$ cat config.mk
export PLATFORM = sky130hd
export DESIGN_NAME = descriptor_loop_tlv_parser_top
export DESIGN_NICKNAME = d
export VERILOG_FILES = /design/src/hw/rtl/dlp_pkg.sv /design/src/hw/rtl/dlp_cfg.sv /design/src/hw/rtl/dlp_core.sv /design/src/hw/rtl/dlp_out_stage.sv /design/src/hw/rtl/descriptor_loop_tlv_parser_top.sv
export SDC_FILE = /design/constraint.sdc
export NUM_CORES = 1
export LEC_CHECK = 0
export ABC_AREA = 1
export BUFFER_PORTS_ARGS = -buffer_cell sky130_fd_sc_hd__buf_2
export CAP_MARGIN = 15
export CORE_MARGIN = 3
export CORE_UTILIZATION = 35
export CTS_CLUSTER_SIZE = 40
export DETAILED_ROUTE_END_ITERATION = 8
export GPL_ROUTABILITY_DRIVEN = 1
export PLACE_DENSITY = 0.54
export SLEW_MARGIN = 20
export SYNTH_ARGS = -nofsm -noshare
export SYNTH_HDL_FRONTEND = slang
export SYNTH_SLANG_ARGS = --single-unit
$ cat constraint.sdc
create_clock -name clk -period 7.98 [get_ports clk]
set_input_delay 1.197 -clock clk [delete_from_list [all_inputs] [get_ports clk]]
set_output_delay 1.197 -clock clk [all_outputs]
set_load 0.02 [all_outputs]
$ cat src/hw/rtl/dlp_pkg.sv
// Shared types and constants for the descriptor loop parser.
// Used by dlp_cfg, dlp_core, dlp_out_stage and the top level.
package dlp_pkg;

  localparam int unsigned HdrBytes = 2;

  // register indexes, taken from paddr[2]
  localparam logic REG_LOOP_LENGTH = 1'b0;
  localparam logic REG_MATCH_TAG   = 1'b1;

  localparam logic KIND_HEADER  = 1'b0;
  localparam logic KIND_PAYLOAD = 1'b1;

  typedef enum logic [1:0] {
    PH_TAG  = 2'd0,
    PH_LEN  = 2'd1,
    PH_PAY  = 2'd2,
    PH_DEAD = 2'd3
  } phase_t;

  typedef struct packed {
    logic        item_kind;
    logic [7:0]  desc_tag;
    logic [7:0]  desc_length;
    logic [7:0]  payload_byte;
    logic [7:0]  payload_offset;
    logic        last_of_descriptor;
    logic [14:0] desc_index;
    logic        tag_match;
    logic        first_match_res;
  } res_t;

endpackage

$ cat src/hw/rtl/dlp_cfg.sv
// APB register file for the descriptor loop parser: loop length and match tag.
// Depends on dlp_pkg for the register indexes.
module dlp_cfg import dlp_pkg::*; (
  input  logic        clk,
  input  logic        rst,
  input  logic        psel,
  input  logic        penable,
  input  logic        pwrite,
  input  logic [2:0]  paddr,
  input  logic [31:0] pwdata,
  output logic [31:0] prdata,
  output logic        pready,
  output logic [15:0] loop_length,
  output logic [7:0]  match_tag
);

  logic wr;

  assign pready = 1'b1;
  assign wr     = psel && penable && pwrite && pready;

  always_ff @(posedge clk) begin
    if (rst) begin
      loop_length <= '0;
      match_tag   <= '0;
    end else if (wr) begin
      unique case (paddr[2])
        REG_LOOP_LENGTH: loop_length <= pwdata[15:0];
        REG_MATCH_TAG:   match_tag   <= pwdata[7:0];
        default: ;
      endcase
    end
  end

  always_comb begin
    unique case (paddr[2])
      REG_LOOP_LENGTH: prdata = {16'd0, loop_length};
      REG_MATCH_TAG:   prdata = {24'd0, match_tag};
      default:         prdata = '0;
    endcase
  end

endmodule

$ cat src/hw/rtl/dlp_core.sv
// Input register and parse state machine of the descriptor loop parser.
// Depends on dlp_pkg for phase_t and res_t.
module dlp_core import dlp_pkg::*; (
  input  logic        clk,
  input  logic        rst,
  input  logic        byte_valid,
  output logic        byte_stall,
  input  logic [7:0]  data_byte,
  input  logic        loop_start,
  input  logic [15:0] loop_length,
  input  logic [7:0]  match_tag,
  input  logic        advance,
  output logic        byte_held,
  output logic        hit,
  output res_t        res
);

  logic        in_valid;
  logic [7:0]  in_byte;
  logic        in_start;
  logic        fire;

  phase_t      phase, phase_e, phase_next;
  logic [15:0] loop_remaining, rem_e, loop_remaining_next;
  logic [7:0]  held_tag, held_tag_next;
  logic [7:0]  held_length, held_length_next;
  logic [7:0]  payload_count, count_e, payload_count_next;
  logic [14:0] accepted_count, acc_e, accepted_count_next;
  logic        match_seen, seen_e, match_seen_next;
  logic        m;
  logic        last;

  assign byte_stall = in_valid && !advance;
  assign fire       = in_valid && advance;
  assign byte_held  = in_valid;

  always_ff @(posedge clk) begin
    if (rst) begin
      in_valid <= 1'b0;
    end else if (!byte_stall) begin
      in_valid <= byte_valid;
    end
  end

  always_ff @(posedge clk) begin
    if (byte_valid && !byte_stall) begin
      in_byte  <= data_byte;
      in_start <= loop_start;
    end
  end

  always_ff @(posedge clk) begin
    if (rst) begin
      phase          <= PH_TAG;
      loop_remaining <= '0;
      held_tag       <= '0;
      held_length    <= '0;
      payload_count  <= '0;
      accepted_count <= '0;
      match_seen     <= 1'b0;
    end else if (fire) begin
      phase          <= phase_next;
      loop_remaining <= loop_remaining_next;
      held_tag       <= held_tag_next;
      held_length    <= held_length_next;
      payload_count  <= payload_count_next;
      accepted_count <= accepted_count_next;
      match_seen     <= match_seen_next;
    end
  end

  always_comb begin
    phase_e = in_start ? PH_TAG      : phase;
    rem_e   = in_start ? loop_length : loop_remaining;
    count_e = in_start ? 8'd0        : payload_count;
    acc_e   = in_start ? 15'd0       : accepted_count;
    seen_e  = in_start ? 1'b0        : match_seen;

    m    = (held_tag == match_tag);
    last = 1'b0;

    phase_next          = phase_e;
    loop_remaining_next = rem_e;
    held_tag_next       = held_tag;
    held_length_next    = held_length;
    payload_count_next  = count_e;
    accepted_count_next = acc_e;
    match_seen_next     = seen_e;

    hit                    = 1'b0;
    res.item_kind          = KIND_HEADER;
    res.desc_tag           = held_tag;
    res.desc_length        = held_length;
    res.payload_byte       = '0;
    res.payload_offset     = '0;
    res.last_of_descriptor = 1'b0;
    res.desc_index         = acc_e;
    res.tag_match          = m;
    res.first_match_res    = m && !seen_e;

    if (rem_e != 16'd0) begin
      loop_remaining_next = rem_e - 16'd1;
      unique case (phase_e)
        PH_TAG: begin
          if (rem_e < 16'(HdrBytes)) begin
            phase_next = PH_DEAD;
          end else begin
            held_tag_next = in_byte;
            phase_next    = PH_LEN;
          end
        end
        PH_LEN: begin
          // fits when tag + length + payload <= bytes left from the tag
          if ({8'd0, in_byte} >= rem_e) begin
            phase_next = PH_DEAD;
          end else begin
            held_length_next       = in_byte;
            payload_count_next     = '0;
            last                   = (in_byte == 8'd0);
            hit                    = 1'b1;
            res.desc_length        = in_byte;
            res.last_of_descriptor = last;
            phase_next             = last ? PH_TAG : PH_PAY;
          end
        end
        PH_PAY: begin
          last                   = ({1'b0, count_e} + 9'd1) >= {1'b0, held_length};
          hit                    = 1'b1;
          res.item_kind          = KIND_PAYLOAD;
          res.payload_byte       = in_byte;
          res.payload_offset     = count_e;
          res.last_of_descriptor = last;
          payload_count_next     = count_e + 8'd1;
          if (last) begin
            phase_next = PH_TAG;
          end
        end
        PH_DEAD: ;
        default: ;
      endcase
      if (hit && last) begin
        accepted_count_next = acc_e + 15'd1;
        match_seen_next     = seen_e | m;
      end
    end
  end

endmodule

$ cat src/hw/rtl/dlp_out_stage.sv
// Result register of the descriptor loop parser with its handshake.
// Depends on dlp_pkg for res_t.
module dlp_out_stage import dlp_pkg::*; (
  input  logic clk,
  input  logic rst,
  input  logic in_hit,
  input  logic core_valid,
  input  res_t in_res,
  output logic advance,
  output logic result_valid,
  input  logic result_stall,
  output res_t result
);

  assign advance = !result_valid || !result_stall;

  always_ff @(posedge clk) begin
    if (rst) begin
      result_valid <= 1'b0;
    end else if (advance) begin
      result_valid <= core_valid && in_hit;
    end
  end

  always_ff @(posedge clk) begin
    if (advance && core_valid && in_hit) begin
      result <= in_res;
    end
  end

endmodule

$ cat src/hw/rtl/descriptor_loop_tlv_parser_top.sv
// Descriptor loop parser: takes one loop byte per cycle and emits a header word
// per descriptor that fits the loop and one word per payload byte. An accepted
// byte's word passes through the input register, then the result register;
// the sustained rate is one byte per cycle, limited only by result_stall.
// Depends on dlp_pkg, dlp_cfg, dlp_core and dlp_out_stage.
module descriptor_loop_tlv_parser_top import dlp_pkg::*; (
  input  logic        clk,
  input  logic        rst,
  input  logic        psel,
  input  logic        penable,
  input  logic        pwrite,
  input  logic [2:0]  paddr,
  input  logic [31:0] pwdata,
  output logic [31:0] prdata,
  output logic        pready,
  input  logic        byte_valid,
  output logic        byte_stall,
  input  logic [7:0]  data_byte,
  input  logic        loop_start,
  output logic        result_valid,
  input  logic        result_stall,
  output logic        item_kind,
  output logic [7:0]  desc_tag,
  output logic [7:0]  desc_length,
  output logic [7:0]  payload_byte,
  output logic [7:0]  payload_offset,
  output logic        last_of_descriptor,
  output logic [14:0] desc_index,
  output logic        tag_match,
  output logic        first_match_res
);

  logic [15:0] loop_length;
  logic [7:0]  match_tag;
  logic        advance;
  logic        hit;
  logic        core_valid;
  res_t        core_res;
  res_t        result;

  dlp_cfg u_cfg (
    .clk         (clk),
    .rst         (rst),
    .psel        (psel),
    .penable     (penable),
    .pwrite      (pwrite),
    .paddr       (paddr),
    .pwdata      (pwdata),
    .prdata      (prdata),
    .pready      (pready),
    .loop_length (loop_length),
    .match_tag   (match_tag)
  );

  dlp_core u_core (
    .clk         (clk),
    .rst         (rst),
    .byte_valid  (byte_valid),
    .byte_stall  (byte_stall),
    .data_byte   (data_byte),
    .loop_start  (loop_start),
    .loop_length (loop_length),
    .match_tag   (match_tag),
    .advance     (advance),
    .byte_held   (core_valid),
    .hit         (hit),
    .res         (core_res)
  );

  dlp_out_stage u_out (
    .clk          (clk),
    .rst          (rst),
    .in_hit       (hit),
    .core_valid   (core_valid),
    .in_res       (core_res),
    .advance      (advance),
    .result_valid (result_valid),
    .result_stall (result_stall),
    .result       (result)
  );

  assign item_kind          = result.item_kind;
  assign desc_tag           = result.desc_tag;
  assign desc_length        = result.desc_length;
  assign payload_byte       = result.payload_byte;
  assign payload_offset     = result.payload_offset;
  assign last_of_descriptor = result.last_of_descriptor;
  assign desc_index         = result.desc_index;
  assign tag_match          = result.tag_match;
  assign first_match_res    = result.first_match_res;

endmodule

# Yosys cells after proc, flatten, opt, wreduce, memory -nomap -nowiden

Cells that the tools add are included.

Bitwise operators: 3
$add $sub $neg: 4
Reduce and logical (&&, ||, !) cells: 23
Magnitude comparators: 3
Mux-type cells: 32
Eq/ne operators: 3

Operator list:

| operator                                                               | count |
|---|---|
| 32-bit one-hot mux with 2 select lines                                 | 1 |
| 16-bit two-way mux                                                     | 3 |
| 15-bit two-way mux                                                     | 3 |
| 8-bit two-way mux                                                      | 5 |
| 25-bit two-way mux                                                     | 1 |
| 8-bit by 16-bit greater-or-equal comparator with 1-bit output          | 1 |
| 16-bit by 2-bit < comparator with 1-bit output (second input constant) | 1 |
| 8-bit one-hot mux with 2 select lines                                  | 1 |
| 16-bit nonzero test                                                    | 1 |
| 16-bit by 1-bit subtractor with 16-bit output (second input constant)  | 1 |
| 15-bit by 1-bit adder with 15-bit output (second input constant)       | 1 |
| 2-bit two-way mux                                                      | 6 |
| 8-bit by 1-bit adder with 9-bit output (second input constant)         | 1 |
| 9-bit by 8-bit greater-or-equal comparator with 1-bit output           | 1 |
| 1-bit logical AND                                                      | 9 |
| 1-bit two-way mux                                                      | 9 |
| 8-bit by 1-bit adder with 8-bit output (second input constant)         | 1 |
| 8-bit equality test                                                    | 1 |
| 8-bit zero test                                                        | 1 |
| 2-bit AND reduction                                                    | 4 |
| 2-bit one-hot mux with 3 select lines                                  | 1 |
| 1-bit zero test                                                        | 5 |
| 1-bit one-hot mux with 2 select lines                                  | 2 |
| 4-bit AND reduction                                                    | 1 |
| other kinds (6)                                                        | 7 |

Logic and storage cells: 90
Output and inout port bits: 86
Register bits after elaboration: 144
Input port bits: 51

# Longest topological paths before layout

Depth in word-level cells: 8
Gate-level depth with buffers: 24
Depth with buffers taken out: 20

# By module

From an unflattened synthesis, not the netlist that was laid out.

Cells, all modules: 963
Area, all modules: 7,638.6 µm²

Modules (own cells, without submodules):

| module        | cells each | sequential area each (µm²) | area an instance (µm²) | instances |
|---|---|---|---|---|
| dlp_core      | 694        | 1,451.4                    | 4,724.5                | 1 |
| dlp_out_stage | 56         | 1,551.5                    | 1,575.3                | 1 |
| dlp_cfg       | 213        | 480.5                      | 1,338.8                | 1 |

# Least setup slack after synthesis

No wires, ideal clock.

Path type: reg2reg
From: register u_core.in_start
To: register u_out.result[0] (netlist name)
Cell stages (with the launch flop): 19
Path buffers: 4
Required time: 7,575 ps
Period minus slack after synthesis: 3,599 ps
Library setup time: 405 ps
Data arrival time: 3,194 ps
Slack: 4,381 ps
Cells stage by stage: edfxtp_1 -> buf_6 -> buf_6 -> buf_4 -> nand2_1 -> o21ai_1 -> ha_1 -> inv_1 -> nor2_1 -> o21ai_0 -> nand2_1 -> nor2_1 -> nor2_2 -> nor2_4 -> buf_2 -> nand2_1 -> nand2_1 -> nand2_1 -> inv_1

Word-level cells in the longest chain between the ends: 7
Elaborated cells between the ends (all ways): 11
Classes of those cells: 1 x order compare; 2 x eq/ne; 6 x mux; 2 x reduce/logical

RTL lines:

| item                                                          | line                | text |
|---|---|---|
| start: declaration                                            | dlp_core.sv:20      | `logic in_start;` |
| start signal: assignment                                      | dlp_core.sv:48      | `in_start <= loop_start;` |
| 16-bit two-way mux                                            | dlp_core.sv:74      | `rem_e = in_start ? loop_length : loop_remaining;` |
| 8-bit by 16-bit greater-or-equal comparator with 1-bit output | dlp_core.sv:114     | `if ({8'd0, in_byte} >= rem_e) begin` |
| 1-bit two-way mux                                             | dlp_core.sv:114     |  |
| 1-bit one-hot mux with 2 select lines                         | dlp_core.sv:103     | `unique case (phase_e)` |
| 1-bit two-way mux                                             | dlp_core.sv:101     | `if (rem_e != 16'd0) begin` |
| 1-bit two-way mux (*)                                         | dlp_core.sv:101     |  |
| 1-bit logical AND (*)                                         | dlp_out_stage.sv:26 | `if (advance && core_valid && in_hit) begin` |

Every way passes the cells marked *; elsewhere a longest branch is shown, timed or not. The select of a mux whose other input is x is not followed.
A chain may end at the register's enable or synchronous reset.

# Final worst setup path

From: register u_core.in_start
To: register u_out.result[6] (netlist name)

Word-level cells in the longest chain between the ends: 7
Elaborated cells between the ends (all ways): 11
Classes of those cells: 1 x order compare; 2 x eq/ne; 6 x mux; 2 x reduce/logical

RTL lines:

| item                                                          | line |
|---|---|
| 16-bit two-way mux                                            | dlp_core.sv:74 |
| 8-bit by 16-bit greater-or-equal comparator with 1-bit output | dlp_core.sv:114 |
| 1-bit two-way mux                                             | dlp_core.sv:114 |
| 1-bit one-hot mux with 2 select lines                         | dlp_core.sv:103 |
| 1-bit two-way mux                                             | dlp_core.sv:101 |
| 1-bit two-way mux (*)                                         | dlp_core.sv:101 |
| 1-bit logical AND (*)                                         | dlp_out_stage.sv:26 |

Marks and branches as above.

==> load_flow_metrics.sql <==
INSERT INTO impl_metrics (metric_group, metric, value, unit) VALUES
('power_and_ir_drop', 'ir_worst_vdd', '151', 'uV'),
('grt', 'groute.usage.overall', '0.159', ''),
('worst_setup_path', 'reg2reg_setup_slack', '4220', 'ps'),
('route', 'avgRoutedWirePerCell', '13.7', 'um'),
('worst_setup_path', 'worst-endpoint-required', '7880', 'ps'),
('synthesis', 'postSynthRegisterBits', '144', ''),
('route', 'drt_first_iter_violations', '242', ''),
('grt', 'grt_overflow', '0', ''),
('min_path', 'min-delay-start', 'u_core.loop_remaining[3]', ''),
('floorplan', 'placementRows', '52', ''),
('synthesis', 'share_of_async_settable_or_async_resettable_flops_after_synthesis', '0', ''),
('power_and_ir_drop', 'switchingPower', '493', 'uW'),
('clock_tree', 'cts.clk_slew.worst_paths', '60', 'ps'),
('run', 'max_cap_viol_count', '0', ''),
('clock_tree', 'cts.path.max_buffers', '2', ''),
('synthesis', 'post_synth_num_cell_types', '45', ''),
('grt', 'grt_pass1_wl', '28.4', 'mm'),
('worst_setup_path', 'setup.worst_path.class', 'reg2reg', ''),
('grt', 'grt_max_degree', '61', ''),
('route', 'dr_total_vias', '5919', ''),
('layout', 'antenna_cells_inserted', '0', ''),
('clock_tree', 'cts_tree', 'yes', ''),
('placed_design', 'place.gp.congestion', '0.829', ''),
('floorplan', 'dieArea', '22900', 'um^2'),
('synthesis', 'yosysSeqAreaShare', '0.471', ''),
('power_and_ir_drop', 'power.share.switching', '0.257', ''),
('power_and_ir_drop', 'p_leak', '3.73', 'nW'),
('timing', 'fmaxAchievable', '0.266', 'GHz'),
('min_path', 'worstHoldEndpoint', 'u_core.loop_remaining[3]', ''),
('route', 'met2WireLength', '8.23', 'mm'),
('route', 'drt_pre_antenna_iters', '5', ''),
('layout', 'flow.area_growth_from_synthesis', '17.0', '%'),
('power_and_ir_drop', 'internal_power_of_the_cells', '1.42', 'mW'),
('clock_tree', 'cts_root_buf', 'sky130_fd_sc_hd__clkbuf_16', ''),
('route', 'route.top_layer_used', 'met4', ''),
('synthesis', 'synth_enable_flop_cells', '60', ''),
('timing', 'final_critical_path_setup_slack', '4220', 'ps'),
('layout', 'final_core_utilization', '0.422', ''),
('grt', 'antenna_found_initial', '0', ''),
('synthesis', 'ys.warnings.count', '0', ''),
('worst_setup_path', 'worstPathArrival', '3660', 'ps'),
('outcome', 'result_of_the_run', 'finished, final reports clean', ''),
('synthesis', 'synth_area_per_cell', '8.06', 'um^2'),
('placed_design', 'buffers_on_ports', '101', ''),
('worst_setup_path', 'start_kind', 'flop', ''),
('placed_design', 'detailedPlacementHpwl', '12.5', 'mm'),
('synthesis', 'post_synth_inst_count', '917', ''),
('timing', 'setup_total_negative_slack', '0', 'ps'),
('route', 'remaining_routing_drc_violations', '0', ''),
('synthesis', 'post-synth-top-area-cell', 'sky130_fd_sc_hd__edfxtp_1', ''),
('layout', 'fillCellCount', '2108', ''),
('floorplan', 'core_area', '20500', 'um^2'),
('worst_setup_path', 'critical_path.endpoint_type', 'flop', ''),
('min_path', 'worst_hold_path_type', 'reg2reg', ''),
('synthesis', 'synth.top_cell.area_share', '0.244', ''),
('route', 'postRouteWirelength', '17.6', 'mm'),
('worst_setup_path', 'crit-reg2reg-launch', 'u_core.in_start', ''),
('synthesis', 'synth_area_leaders', 'sky130_fd_sc_hd__edfxtp_1 24%, sky130_fd_sc_hd__dfxtp_1 23%, sky130_fd_sc_hd__nand2_1 7.8%', ''),
('power_and_ir_drop', 'seqPwrFrac', '0.421', ''),
('layout', 'fin_nets', '1075', ''),
('placed_design', 'dp_slack', '3770', 'ps'),
('timing', 'layout_worst_path_cycle_share', '0.471', ''),
('min_path', 'hold_depth', '2', ''),
('power_and_ir_drop', 'power.clock.fraction', '0.464', ''),
('route', 'met1Wirelength', '8.29', 'mm'),
('power_and_ir_drop', 'comb_power_share', '0.114', ''),
('worst_setup_path', 'crit_path_max_fanout', '51', ''),
('clock_tree', 'numClockSinks', '144', ''),
('route', 'antenna_left', '0', ''),
('power_and_ir_drop', 'power.density_cell_area', '222', 'nW/um^2'),
('timing', 'worst_pin_slew', '871', 'ps');
==> worst max-delay path: stages (launching register included) <==
cell and delay [ps]:
sky130_fd_sc_hd__edfxtp_1 320, sky130_fd_sc_hd__buf_4 390, sky130_fd_sc_hd__inv_6 200, sky130_fd_sc_hd__o21ai_1 390, sky130_fd_sc_hd__inv_1 90, sky130_fd_sc_hd__ha_1 300, sky130_fd_sc_hd__nand2_1 50, sky130_fd_sc_hd__nand2_1 50
sky130_fd_sc_hd__nand2_1 60, sky130_fd_sc_hd__nand3_1 80, sky130_fd_sc_hd__nand3_1 90, sky130_fd_sc_hd__nor2_2 180, sky130_fd_sc_hd__nor2_4 120, sky130_fd_sc_hd__nand2_1 70, sky130_fd_sc_hd__nand2_1 40, sky130_fd_sc_hd__nand2_1 100
sky130_fd_sc_hd__clkinv_2 680
==> final cells by class <==
class                      instances  area, um^2  share of cell area
clock buffer                      18         429              0.0496
tap                              270         338              0.0391
timing repair buffer             103         520              0.0602
clock inverter                    14         229              0.0265
sequential                       144        3480               0.403
multi-input combinational        598        3130               0.362
inverter                         137         520              0.0602
==> logic make-up after synthesis <==
logic type      share of synthesized area
flops                               0.471
other cells                       0.00102
fa+ha+maj                          0.0389
compound gates                      0.130
simple gates                        0.216
buf+inv                             0.114
xor+xnor                           0.0296
==> sequential cells by signal (all words and copies together) (netlist names) <==
register               flops
u_core.payload_count       8
u_out.result_valid         1
u_core.loop_remaining     16
u_core.accepted_count     15
u_out.result              51
u_core.phase               2
u_core.held_tag            8
u_cfg.match_tag            8
u_cfg.loop_length         16
u_core.in_byte             8
u_core.held_length         8
u_core.in_start            1
u_core.byte_held           1
u_core.match_seen          1
==> per-layer routing <==
layer,GRT usage,vias to the layer above
met4,0.0381,0
met2,0.259,132
met1,0.211,2673
li1,-,3105
met5,0,-
met3,0.0404,9
==> power by group through the flow <==
stage                     sequential, mW  combinational [mW]  clock (mW)
after detailed placement           0.824               0.221           0
after floorplan                    0.819               0.178           0
after CTS                          0.808               0.222       0.907
final                              0.807               0.219       0.889
after global placement             0.824               0.220           0
after global routing               0.810               0.253       0.943
==> synthesized netlist by cell type (5+ instances only) <==
library cell               count
sky130_fd_sc_hd__a21oi_1      66
sky130_fd_sc_hd__buf_4        19
sky130_fd_sc_hd__clkbuf_1     25
sky130_fd_sc_hd__dfxtp_1      84
sky130_fd_sc_hd__edfxtp_1     60
sky130_fd_sc_hd__ha_1         23
sky130_fd_sc_hd__inv_1       130
sky130_fd_sc_hd__inv_2         5
sky130_fd_sc_hd__nand2_1     153
sky130_fd_sc_hd__nand2_2      14
sky130_fd_sc_hd__nand3_1      32
sky130_fd_sc_hd__nand4_1       7
sky130_fd_sc_hd__nor2_1      100
sky130_fd_sc_hd__nor2_2        6
sky130_fd_sc_hd__nor2_4        5
sky130_fd_sc_hd__nor3_1       11
sky130_fd_sc_hd__nor3b_1       7
sky130_fd_sc_hd__o21ai_0      86
sky130_fd_sc_hd__o21ai_1      14
sky130_fd_sc_hd__xnor2_1       7
sky130_fd_sc_hd__xor2_1       18
==> how the worst max path moves through the flow <==
stage,from,end,slack (ps),depth (start not counted)
2_1_floorplan,u_core.in_start,u_out.result[0],4380,18
3_3_place_gp,result_stall,u_out.result[14],3780,9
3_5_place_dp,result_stall,u_out.result[18],3770,9
4_1_cts,u_core.in_start,u_out.result[2],3980,16
5_1_grt,u_core.in_start,u_out.result[6],3760,16
6_report,u_core.in_start,u_out.result[6],4220,16
==> placed cells by master, fill, tap and decap left out, drive strengths merged, types with 2 or more instances in the layout <==
cell type,netlist,layout
o221ai,2,2
nand4,7,7
ha,23,23
o211ai,2,2
a21oi,66,66
nand3,35,35
a31oi,4,4
conb,2,17
bufinv,0,5
nor2,112,112
xor2,18,18
a211oi,2,2
o21ai,102,102
nor3b,7,7
dfxtp,84,84
nand3b,3,3
nand2,171,171
nor3,11,11
buf,28,103
o21bai,3,3
clkinv,1,6
xnor2,7,7
edfxtp,60,60
clkbuf,25,18
nor4,2,2
inv,136,139
==> stage by stage <==
stage	hold WS, ps	instances	instance area (um^2)
final	463	1284	8650
after global routing	481	1284	8650
after CTS	467	1284	8650
after detailed placement	458	1252	7990
after global placement	452	1252	7990
after floorplan	430	932	7450
Note: power is estimated with default switching activity, not from simulation.
